`config.mk`:
```
export PLATFORM = sky130hd
export DESIGN_NAME = cks_fadd
export DESIGN_NICKNAME = d
export VERILOG_FILES = /design/src/rtl/current_knot_search_unit_macros.svh /design/src/rtl/cks_pkg.sv /design/src/rtl/cks_fadd.sv
export SDC_FILE = /design/constraint.sdc
export NUM_CORES = 2
export LEC_CHECK = 0
export ABC_AREA = 1
export BUFFER_PORTS_ARGS = -buffer_cell sky130_fd_sc_hd__buf_2
export CAP_MARGIN = 20
export CORE_MARGIN = 5
export CORE_UTILIZATION = 55
export CTS_CLUSTER_DIAMETER = 30
export DETAILED_ROUTE_END_ITERATION = 8
export PLACE_DENSITY = 0.72
export SYNTH_ARGS = -nofsm -noshare
export SYNTH_HDL_FRONTEND = slang
export SYNTH_SLANG_ARGS = --single-unit
```
`constraint.sdc`:
```
create_clock -name clk -period 12.35 [get_ports clk]
set_clock_uncertainty 0.05 [all_clocks]
set_input_delay 2.47 -clock clk [delete_from_list [all_inputs] [get_ports clk]]
set_output_delay 2.47 -clock clk [all_outputs]
set_load 0.01 [all_outputs]
```
`src/rtl/current_knot_search_unit_macros.svh`:
```
// Assertion macros for the knot search block
`ifndef CURRENT_KNOT_SEARCH_UNIT_MACROS_SVH
`define CURRENT_KNOT_SEARCH_UNIT_MACROS_SVH

// same-cycle implication, checked out of reset
`define CKS_CHECK(label, ante, cons) \
  label: assert property (@(posedge clk) disable iff (rst) (ante) |-> (cons)) \
    else $error("knot search check failed");

// next-cycle implication, checked out of reset
`define CKS_CHECK_NEXT(label, ante, cons) \
  label: assert property (@(posedge clk) disable iff (rst) (ante) |=> (cons)) \
    else $error("knot search check failed");

`endif

```
`src/rtl/cks_pkg.sv`:
```
// Package: codes, state type and double compare helpers for the knot search block
package cks_pkg;

  localparam int MAX_KNOTS_DEF = 256;

  localparam logic [1:0] CMD_APPEND = 2'd0;
  localparam logic [1:0] CMD_QUERY  = 2'd1;
  localparam logic [1:0] CMD_CLEAR  = 2'd2;

  localparam logic [2:0] ST_OK    = 3'd0;
  localparam logic [2:0] ST_NONE  = 3'd1;
  localparam logic [2:0] ST_FULL  = 3'd2;
  localparam logic [2:0] ST_ORDER = 3'd3;
  localparam logic [2:0] ST_VALUE = 3'd4;

  localparam logic [63:0] QNAN = 64'h7FF8_0000_0000_0000;

  typedef enum logic [1:0] {
    S_IDLE,
    S_APP_CMP,
    S_QUERY
  } cks_state_t;

  function automatic logic f_is_nan(input logic [63:0] x);
    f_is_nan = (x[62:52] == 11'h7FF) && (x[51:0] != 52'd0);
  endfunction

  function automatic logic f_finite(input logic [63:0] x);
    f_finite = (x[62:52] != 11'h7FF);
  endfunction

  // order key: unsigned compare of keys follows numeric order except for signed zeros
  function automatic logic [63:0] f_key(input logic [63:0] x);
    f_key = x[63] ? ~x : {1'b1, x[62:0]};
  endfunction

  function automatic logic f_ge(input logic [63:0] a, input logic [63:0] b);
    logic zz;
    zz = (a[62:0] == 63'd0) && (b[62:0] == 63'd0);
    f_ge = !f_is_nan(a) && !f_is_nan(b) && (zz || (f_key(a) >= f_key(b)));
  endfunction

  function automatic logic f_gt(input logic [63:0] a, input logic [63:0] b);
    logic zz;
    zz = (a[62:0] == 63'd0) && (b[62:0] == 63'd0);
    f_gt = !f_is_nan(a) && !f_is_nan(b) && !zz && (f_key(a) > f_key(b));
  endfunction

endpackage

```
`src/rtl/cks_fadd.sv`:
```
// Five-stage double precision adder, round to nearest even, with tag and flush
module cks_fadd #(
  parameter int TW = 8
) (
  input  logic          clk,
  input  logic          rst,
  input  logic          flush,
  input  logic          in_valid,
  input  logic [TW-1:0] in_tag,
  input  logic [63:0]   a,
  input  logic [63:0]   b,
  output logic          out_valid,
  output logic [TW-1:0] out_tag,
  output logic [63:0]   sum
);
  typedef struct packed {
    logic nan;
    logic inf;
    logic sign;
    logic zsign;
  } cks_flags_t;

  // stage 1: unpack, order by magnitude, align
  logic          v1;
  logic [TW-1:0] t1;
  cks_flags_t    f1;
  logic          sub1;
  logic [11:0]   e1;
  logic [55:0]   mb1, ms1;

  logic [63:0] big, sml;
  logic [10:0] eb, es, d;
  logic [5:0]  sh;
  logic [55:0] mb, ms, msk;
  logic        a_inf, b_inf;

  always_comb begin
    if (a[62:0] >= b[62:0]) begin
      big = a; sml = b;
    end else begin
      big = b; sml = a;
    end
    eb = (big[62:52] == 11'd0) ? 11'd1 : big[62:52];
    es = (sml[62:52] == 11'd0) ? 11'd1 : sml[62:52];
    d  = eb - es;
    sh = (d > 11'd56) ? 6'd56 : d[5:0];
    mb = {big[62:52] != 11'd0, big[51:0], 3'b000};
    ms = {sml[62:52] != 11'd0, sml[51:0], 3'b000};
    msk = ~({56{1'b1}} << sh);
    a_inf = (a[62:52] == 11'h7FF) && (a[51:0] == 52'd0);
    b_inf = (b[62:52] == 11'h7FF) && (b[51:0] == 52'd0);
  end

  always_ff @(posedge clk) begin
    if (rst || flush) begin
      v1 <= 1'b0;
    end else begin
      v1 <= in_valid;
    end
    t1   <= in_tag;
    sub1 <= a[63] ^ b[63];
    e1   <= {1'b0, eb};
    mb1  <= mb;
    ms1  <= (ms >> sh) | {55'd0, |(ms & msk)};
    f1.nan   <= cks_pkg::f_is_nan(a) || cks_pkg::f_is_nan(b) ||
                (a_inf && b_inf && (a[63] ^ b[63]));
    f1.inf   <= a_inf || b_inf;
    f1.sign  <= big[63];
    f1.zsign <= a[63] & b[63];
  end

  // stage 2: add or subtract magnitudes
  logic          v2;
  logic [TW-1:0] t2;
  cks_flags_t    f2;
  logic [11:0]   e2;
  logic [56:0]   s2;

  always_ff @(posedge clk) begin
    if (rst || flush) begin
      v2 <= 1'b0;
    end else begin
      v2 <= v1;
    end
    t2 <= t1;
    f2 <= f1;
    e2 <= e1;
    s2 <= sub1 ? ({1'b0, mb1} - {1'b0, ms1}) : ({1'b0, mb1} + {1'b0, ms1});
  end

  // stage 3: carry out fix-up and leading zero count
  logic          v3;
  logic [TW-1:0] t3;
  cks_flags_t    f3;
  logic [11:0]   e3;
  logic [55:0]   n3;
  logic [5:0]    sh3;
  logic          z3;

  logic [5:0]  lz;
  logic [11:0] lim;

  always_comb begin
    lz = 6'd56;
    for (int i = 0; i < 56; i++) begin
      if (s2[i]) begin
        lz = 6'(55 - i);
      end
    end
    lim = e2 - 12'd1;
  end

  always_ff @(posedge clk) begin
    if (rst || flush) begin
      v3 <= 1'b0;
    end else begin
      v3 <= v2;
    end
    t3 <= t2;
    f3 <= f2;
    z3 <= (s2 == 57'd0);
    if (s2[56]) begin
      n3  <= {s2[56:2], s2[1] | s2[0]};
      e3  <= e2 + 12'd1;
      sh3 <= 6'd0;
    end else begin
      n3  <= s2[55:0];
      e3  <= e2;
      sh3 <= ({6'd0, lz} > lim) ? lim[5:0] : lz;
    end
  end

  // stage 4: normalising shift
  logic          v4;
  logic [TW-1:0] t4;
  cks_flags_t    f4;
  logic [11:0]   e4;
  logic [55:0]   n4;
  logic          z4;

  always_ff @(posedge clk) begin
    if (rst || flush) begin
      v4 <= 1'b0;
    end else begin
      v4 <= v3;
    end
    t4 <= t3;
    f4 <= f3;
    z4 <= z3;
    n4 <= n3 << sh3;
    e4 <= e3 - {6'd0, sh3};
  end

  // stage 5: round and pack
  logic [53:0] mr;
  logic [11:0] ef;
  logic [51:0] fr;
  logic [63:0] res;

  always_comb begin
    mr = {1'b0, n4[55:3]} + {53'd0, n4[2] & (n4[1] | n4[0] | n4[3])};
    if (mr[53]) begin
      ef = e4 + 12'd1;
      fr = mr[52:1];
    end else if (mr[52]) begin
      ef = e4;
      fr = mr[51:0];
    end else begin
      ef = 12'd0;
      fr = mr[51:0];
    end
    if (f4.nan) begin
      res = cks_pkg::QNAN;
    end else if (f4.inf || ef >= 12'd2047) begin
      res = {f4.sign, 11'h7FF, 52'd0};
    end else if (z4) begin
      res = {f4.zsign, 63'd0};
    end else begin
      res = {f4.sign, ef[10:0], fr};
    end
  end

  always_ff @(posedge clk) begin
    if (rst || flush) begin
      out_valid <= 1'b0;
    end else begin
      out_valid <= v4;
    end
    out_tag <= t4;
    sum     <= res;
  end
endmodule

```
After elaboration in Yosys (flattened, before gate mapping)
Index checks and enable logic that the tools add are counted. W data, S select, Z words.

Output and inout bits: 73. Logic and storage cells: 163. Flip-flop bits (word level): 458. Bits of input ports: 140.

Shift operators: 3. Equal/unequal tests: 2. Multiplexer cells: 70. $lt $le $gt $ge: 4. $add $sub $neg: 8. Reduce and logical (&&, ||, !) cells: 23. Bitwise operators: 9.

Operators by type and width (number): $mux W6 (57); $mux W64 (3); $logic_not A52 Y1 (2); $reduce_bool A52 Y1 (2); $ge A63 B63 Y1 (1); $mux W63 (1); $add A56 B56 Y57 (1); $logic_not A57 Y1 (1); $mux W57 (1); $sub A56 B56 Y57 (1); $and A56 B56 Y56 (1); $not A56 Y56 (1); $or A56 B1 Y56 (1); $reduce_or A56 Y1 (1); $shl A56 B6 Y56 (1); $shl A56 B6 Y56 const A (1); $shr A56 B6 Y56 (1); $mux W55 (1); $add A53 B1 Y54 (1); $mux W52 (1); $mux W11 (3); $mux W12 (2); $eq A11 B11 Y1 const B (2); $logic_not A11 Y1 (2); other kinds (17) (30).

Longest topological paths before layout
Depth after elaboration: 58. Gate-level depth with buffers: 65. Mapped depth without buffers: 65.

Worst setup path after synthesis
Ideal clock, no wire load.

Path type: input-to-reg. Start point: in b[2]. End point: reg ms1[0]. Slack: 2532 ps. Setup time: 134 ps. Data required time: 12166 ps. Arrival: 9634 ps. Cell stages on the path: 54. Path buffers: 5. Cells stage by stage: inv_1 > ha_1 > nand2_1 > o21ai_0 > and2_1 > nor2_1 > o21ai_0 > a21oi_1 > o221ai_1 > nand2_1 > o211a_1 > o41ai_1 > nand3_1 > nand3_1 > clkbuf_1 > clkbuf_1 > clkbuf_1 > clkbuf_1 > [... 18 more ...] > nor2_1 > o22ai_1 > a2111oi_0 > nand2_1 > nor2_1 > inv_2 > nor2_1 > inv_2 > nor2_1 > nor2_1 > clkinv_1 > a21oi_1 > nor4b_1 > nand2_1 > nor4_1 > nand3_1 > nor2_1 > o211ai_1.

Longest elaborated chain between the ends: 12. Elaborated cells between the ends (all ways): 17. Classes of those cells: add/sub (1); order compare (2); shift (2); mux (5); bitwise (3); reduce/logical (4).

Ends and longest elaborated chain: from (decl) (line cks_fadd.sv:11) `input logic [63:0] b,`; $ge A63 B63 Y1 (*) (line cks_fadd.sv:38) `if (a[62:0] >= b[62:0]) begin`; $mux W64 (*) (line cks_fadd.sv:38); $logic_not A11 Y1 (line cks_fadd.sv:43) `eb = (big[62:52] == 11'd0) ? 11'd1 : big[62:52];`; $mux W11 (*) (line cks_fadd.sv:43); named net eb[2] (line cks_fadd.sv:32) `logic [10:0] eb, es, d;`; $sub A11 B11 Y11 (*) (line cks_fadd.sv:45) `d = eb - es;`; $gt A11 B6 Y1 (line cks_fadd.sv:46) `sh = (d > 11'd56) ? 6'd56 : d[5:0];`; $mux W6 (*) (line cks_fadd.sv:46); $shl A56 B6 Y56 (line cks_fadd.sv:49) `msk = ~({56{1'b1}} << sh);`; $not A56 Y56 (line cks_fadd.sv:49); $and A56 B56 Y56 (line cks_fadd.sv:64) `ms1 <= (ms >> sh) | {55'd0, |(ms & msk)};`; $reduce_or A56 Y1 (line cks_fadd.sv:64); $or A56 B1 Y56 (*) (line cks_fadd.sv:64); to (signal assigned) (line cks_fadd.sv:64); to (decl) (line cks_fadd.sv:29) `logic [55:0] mb1, ms1;`.

Mark *: on every way through the listed nets, which the timed path passes. The rest lies on a longest branch. A chain may end at the register's enable or synchronous reset.

Worst setup path after layout
Start point: in b[32]. End point: reg ms1[0].

Longest elaborated chain between the ends: 12. Elaborated cells between the ends (all ways): 17. Classes of those cells: add/sub (1); order compare (2); shift (2); mux (5); bitwise (3); reduce/logical (4).

Ends and longest elaborated chain (line): $ge A63 B63 Y1 (cks_fadd.sv:38); $mux W64 or $mux W63 (tied branches) (cks_fadd.sv:38); $logic_not A11 Y1 (on tied branches) (cks_fadd.sv:43, cks_fadd.sv:44); $mux W11 (on tied branches) (cks_fadd.sv:43, cks_fadd.sv:44); $sub A11 B11 Y11 (cks_fadd.sv:45); $gt A11 B6 Y1 (cks_fadd.sv:46); $mux W6 (cks_fadd.sv:46); $shl A56 B6 Y56 (cks_fadd.sv:49); $not A56 Y56 (cks_fadd.sv:49); $and A56 B56 Y56 (cks_fadd.sv:64); $reduce_or A56 Y1 (cks_fadd.sv:64); $or A56 B1 Y56 (*) (cks_fadd.sv:64).

Every way passes the cells marked *; elsewhere a longest branch is shown, timed or not.

==> metrics.md <==
| Metric | Value |
|---|---|
| Post-CTS Setup Inserts | 0 |
| Async SR Flop Fraction | 0% |
| Drt first pass iters | 7 |
| Hold Path Depth | 0 |
| Seq/Total Area, Yosys | 31.3% |
| CTS Hold Buffers Added | 0 |
| Nature of the critical path endpoint | flip-flop |
| IO buf count | 212 |
| Setup-failing EPs final | 0 |
| Synth area leaders | dfxtp_1 31%, nand2_1 14%, o21ai_0 9.6%, ha_1 8.4%, inv_1 6.7% |
| Post-synthesis cell type count | 68 |
| EDFF count, synth | 0 |
| # DRC | 0 |
| Buf/Inv on CP | 10 |
| Slew headroom | 27.4% |
| Crit-path max cell delay | 0.59 ns |
| Crit path DAT | 11.26 ns |
| Clock tree sinks | 458 |
| Ys Warns | 0 |
| Pint | 4.46 mW |
| Worst hold endpoint | t4[4] |
| Fin crit period | 10.80 ns |
| Min-delay src | t3[4] |
| Post-Syn Area per Cell | 6.69 sq um |
| CTS Buf Count | 87 |
| Core ar. | 0.0527 sq mm |
| Die H | 241 um |
| Gate Count Post-Synth | 4,385 |
| Clock Tree Buf Depth | 3 |
| Worst Path Max Fanout | 48 |
| Iter 0 DRT Violations | 2,746 |
| Die width | 241 um |
| Setup TNS | 0 ns |
| Hold WC Path Type | reg2reg |
| Critical Path Source Type | input port |
| Largest net degree at the start of global routing | 96 |
| First-pass GRT wire length | 156 mm |
| Initial Util | 55.7% |
| Wirelength per Cell | 19.5 um |
| Sequential Power Share | 30.3% |
| Unrepaired setup endpoints after global routing | no |
| Initial antenna violation count | 8 |
| Via count | 29,923 |
| Worst-Margin Slew | 1.08 ns |
| Status | complete, no violations |
| Fin. Hold Viols | 0 |
| Worst skew pair latency | 0.64 ns |
| Total Wirelength | 103 mm |
| Clock share of power | 33.4% |
| Number of core rows | 84 |
| GR Util All Layers | 34.5% |
| Syn Nets | 4,725 |
| P_sw | 3.08 mW |
| Pins Over Slew Limit | 0 |
| Total die area | 0.0580 sq mm |
| Vias in the first global route | 27,908 |
| Critical setup path kind | in2reg |
| CP dominant cell by count | nor2_1 |
| Combinational share of power | 36.3% |
| Sw Share | 40.8% |
| Share of cells above drive strength 1 | 10.7% |
| CTS tree | done |
| Post-Syn Area | 0.0293 sq mm |
| Final worst-path cycle share | 87.4% |
| Reg clk slew, reported paths | 0.05 ns |
| Cts repair resizes | 0 |
| R2r endpoint | s2[53] |
| CTS root buf | clkbuf_16 |
| Fillcell total | 4,851 |
| Area Overhead vs Synth | 15.8% |
| Critical Path RT | 12.82 ns |
| R2R cell count | 31 |
| Total power | 7.53 mW |
| CP max stage cell | o21ai_0 |
| Max VDD drop | 114 uV |
| Detail Route Antenna Nets | 0 |
| Grt ovf | 0 |
| Post-synth top flop | dfxtp_1 |
| RD Place Congestion | 1.07 |
| Synth Register Bits | 458 |
| Power Dens Cells | 222 mW/mm^2 |
| Yosys top cell by area | dfxtp_1 |
| Number of H-tree levels | 3 |
| Register-to-register setup slack | 7.09 ns |
| Worst R2R Start | ms1[3] |
| Yosys top cell area share | 31.3% |
| Max cap viols | 0 |
| IO Count | 213 |
| DP HPWL | 82.3 mm |
| CP top delay family | simple AND/OR/NAND/NOR gates |
| Final net count | 4,862 |
| Lkg Pwr | 16.4 nW |
| Top achievable clock speed | 92.6 MHz |
| Vias per cell | 5.66 |
cells by family (layout without fill, tap and decap cells):
logic type | after synthesis | after routing | synth area share [%]
AND/OR/NAND/NOR | 1783 | 1783 | 25.9
AO/OA/AOI/OAI | 1026 | 1026 | 19.2
buffers and inverters | 745 | 956 | 9.71
flip-flops | 458 | 458 | 31.3
adder cells (fa/ha/maj) | 200 | 200 | 8.61
XOR/XNOR | 121 | 121 | 3.61
multiplexers | 52 | 52 | 1.77
other | 0 | 3 | 0
placed cells by master (no fill, tap or decap), types with 27 or more instances in the layout:
| cell | count |
|---|---|
| nor2_1 | 298 |
| o21ai_0 | 562 |
| clkbuf_16 | 89 |
| nor3_1 | 60 |
| xor2_1 | 101 |
| nor4_1 | 38 |
| inv_1 | 525 |
| nand4_1 | 46 |
| o22ai_1 | 27 |
| a21oi_1 | 231 |
| ha_1 | 197 |
| buf_2 | 212 |
| nand2_1 | 1109 |
| o21ai_1 | 40 |
| buf_4 | 36 |
| dfxtp_1 | 455 |
| nand3_1 | 160 |
| mux2i_1 | 52 |
| o211ai_1 | 34 |
routing by layer:
| layer | routed length (um) | vias up | track usage (%) | part of all wire [%] |
|---|---|---|---|---|
| met1 | 39800 | 13489 | 40.6 | 39 |
| met2 | 47000 | 1299 | 56.5 | 46 |
| li1 | - | 14745 | - | - |
| met4 | 9070 | 2 | 24.8 | 8.8 |
| met5 | 13 | - | 0 | 0.013 |
| met3 | 7250 | 388 | 6.24 | 7.0 |
power groups by stage:
stage	registers, mW	logic (mW)	clock network (mW)
after global placement	2.30	2.66	0
final	2.28	2.74	2.51
after floorplan	2.22	1.79	0
after CTS	2.27	2.69	2.54
after detailed placement	2.30	2.67	0
after global routing	2.32	3.04	2.63
Yosys cell counts (7+ instances only):
cell type and count:
nand2_1 1109, o21ai_0 562, inv_1 526, dfxtp_1 458, nor2_1 301, a21oi_1 231, ha_1 197, nand3_1 161
clkbuf_1 155, xor2_1 101, nor3_1 60, mux2i_1 52, nand4_1 46, o21ai_1 40, buf_1 39, nor4_1 38
o211ai_1 34, o22ai_1 27, a31oi_1 23, o31ai_1 20, xnor2_1 20, nor2_2 19, inv_2 14, o221ai_1 12
a211oi_1 10, a21boi_0 8, a21boi_1 7, nor3_2 7, o21bai_1 7
sequential cells by signal, indices dropped and copies added, names as in the netlist, 6 cells and up:
| signal | count |
|---|---|
| sh3 | 6 |
| n4 | 56 |
| t2 | 8 |
| ms1 | 56 |
| e1 | 11 |
| t3 | 8 |
| e2 | 11 |
| out_tag | 8 |
| s2 | 57 |
| t4 | 8 |
| sum | 64 |
| mb1 | 53 |
| e4 | 12 |
| t1 | 8 |
| n3 | 56 |
| e3 | 12 |
through the flow:
step	instances	area, sq um	setup WS, ns	hold slack (ns)	utilization, %
after floorplan	4385	29300	2.53	0.260	-
after global placement	5121	30700	1.25	0.260	58.4
after detailed placement	5121	30700	1.13	0.262	58.4
after CTS	5284	33900	1.80	0.275	64.5
after global routing	5284	33900	0.688	0.279	64.5
final	5287	34000	1.55	0.274	64.5
final cells by class:
type	count	area [sq um]	area share, %
multi-input cells	3182	17300	51.1
flip-flops and latches	458	9170	27.0
clock buffers	107	2430	7.17
inverters	545	2050	6.03
repair buffers	248	1330	3.92
well taps	688	861	2.54
clock inverters	56	767	2.26
diodes	3	7.51	0.0221
how the worst max path moves through the flow:
stage	endpoint	from	cells after the start
5_1_grt	ms1[0]	b[2]	50
2_1_floorplan	ms1[0]	b[2]	54
6_report	ms1[0]	b[32]	44
4_1_cts	ms1[0]	b[34]	44
3_3_place_gp	ms1[0]	b[34]	44
3_5_place_dp	ms1[0]	b[34]	44
Power figures use the tool's default switching activity.
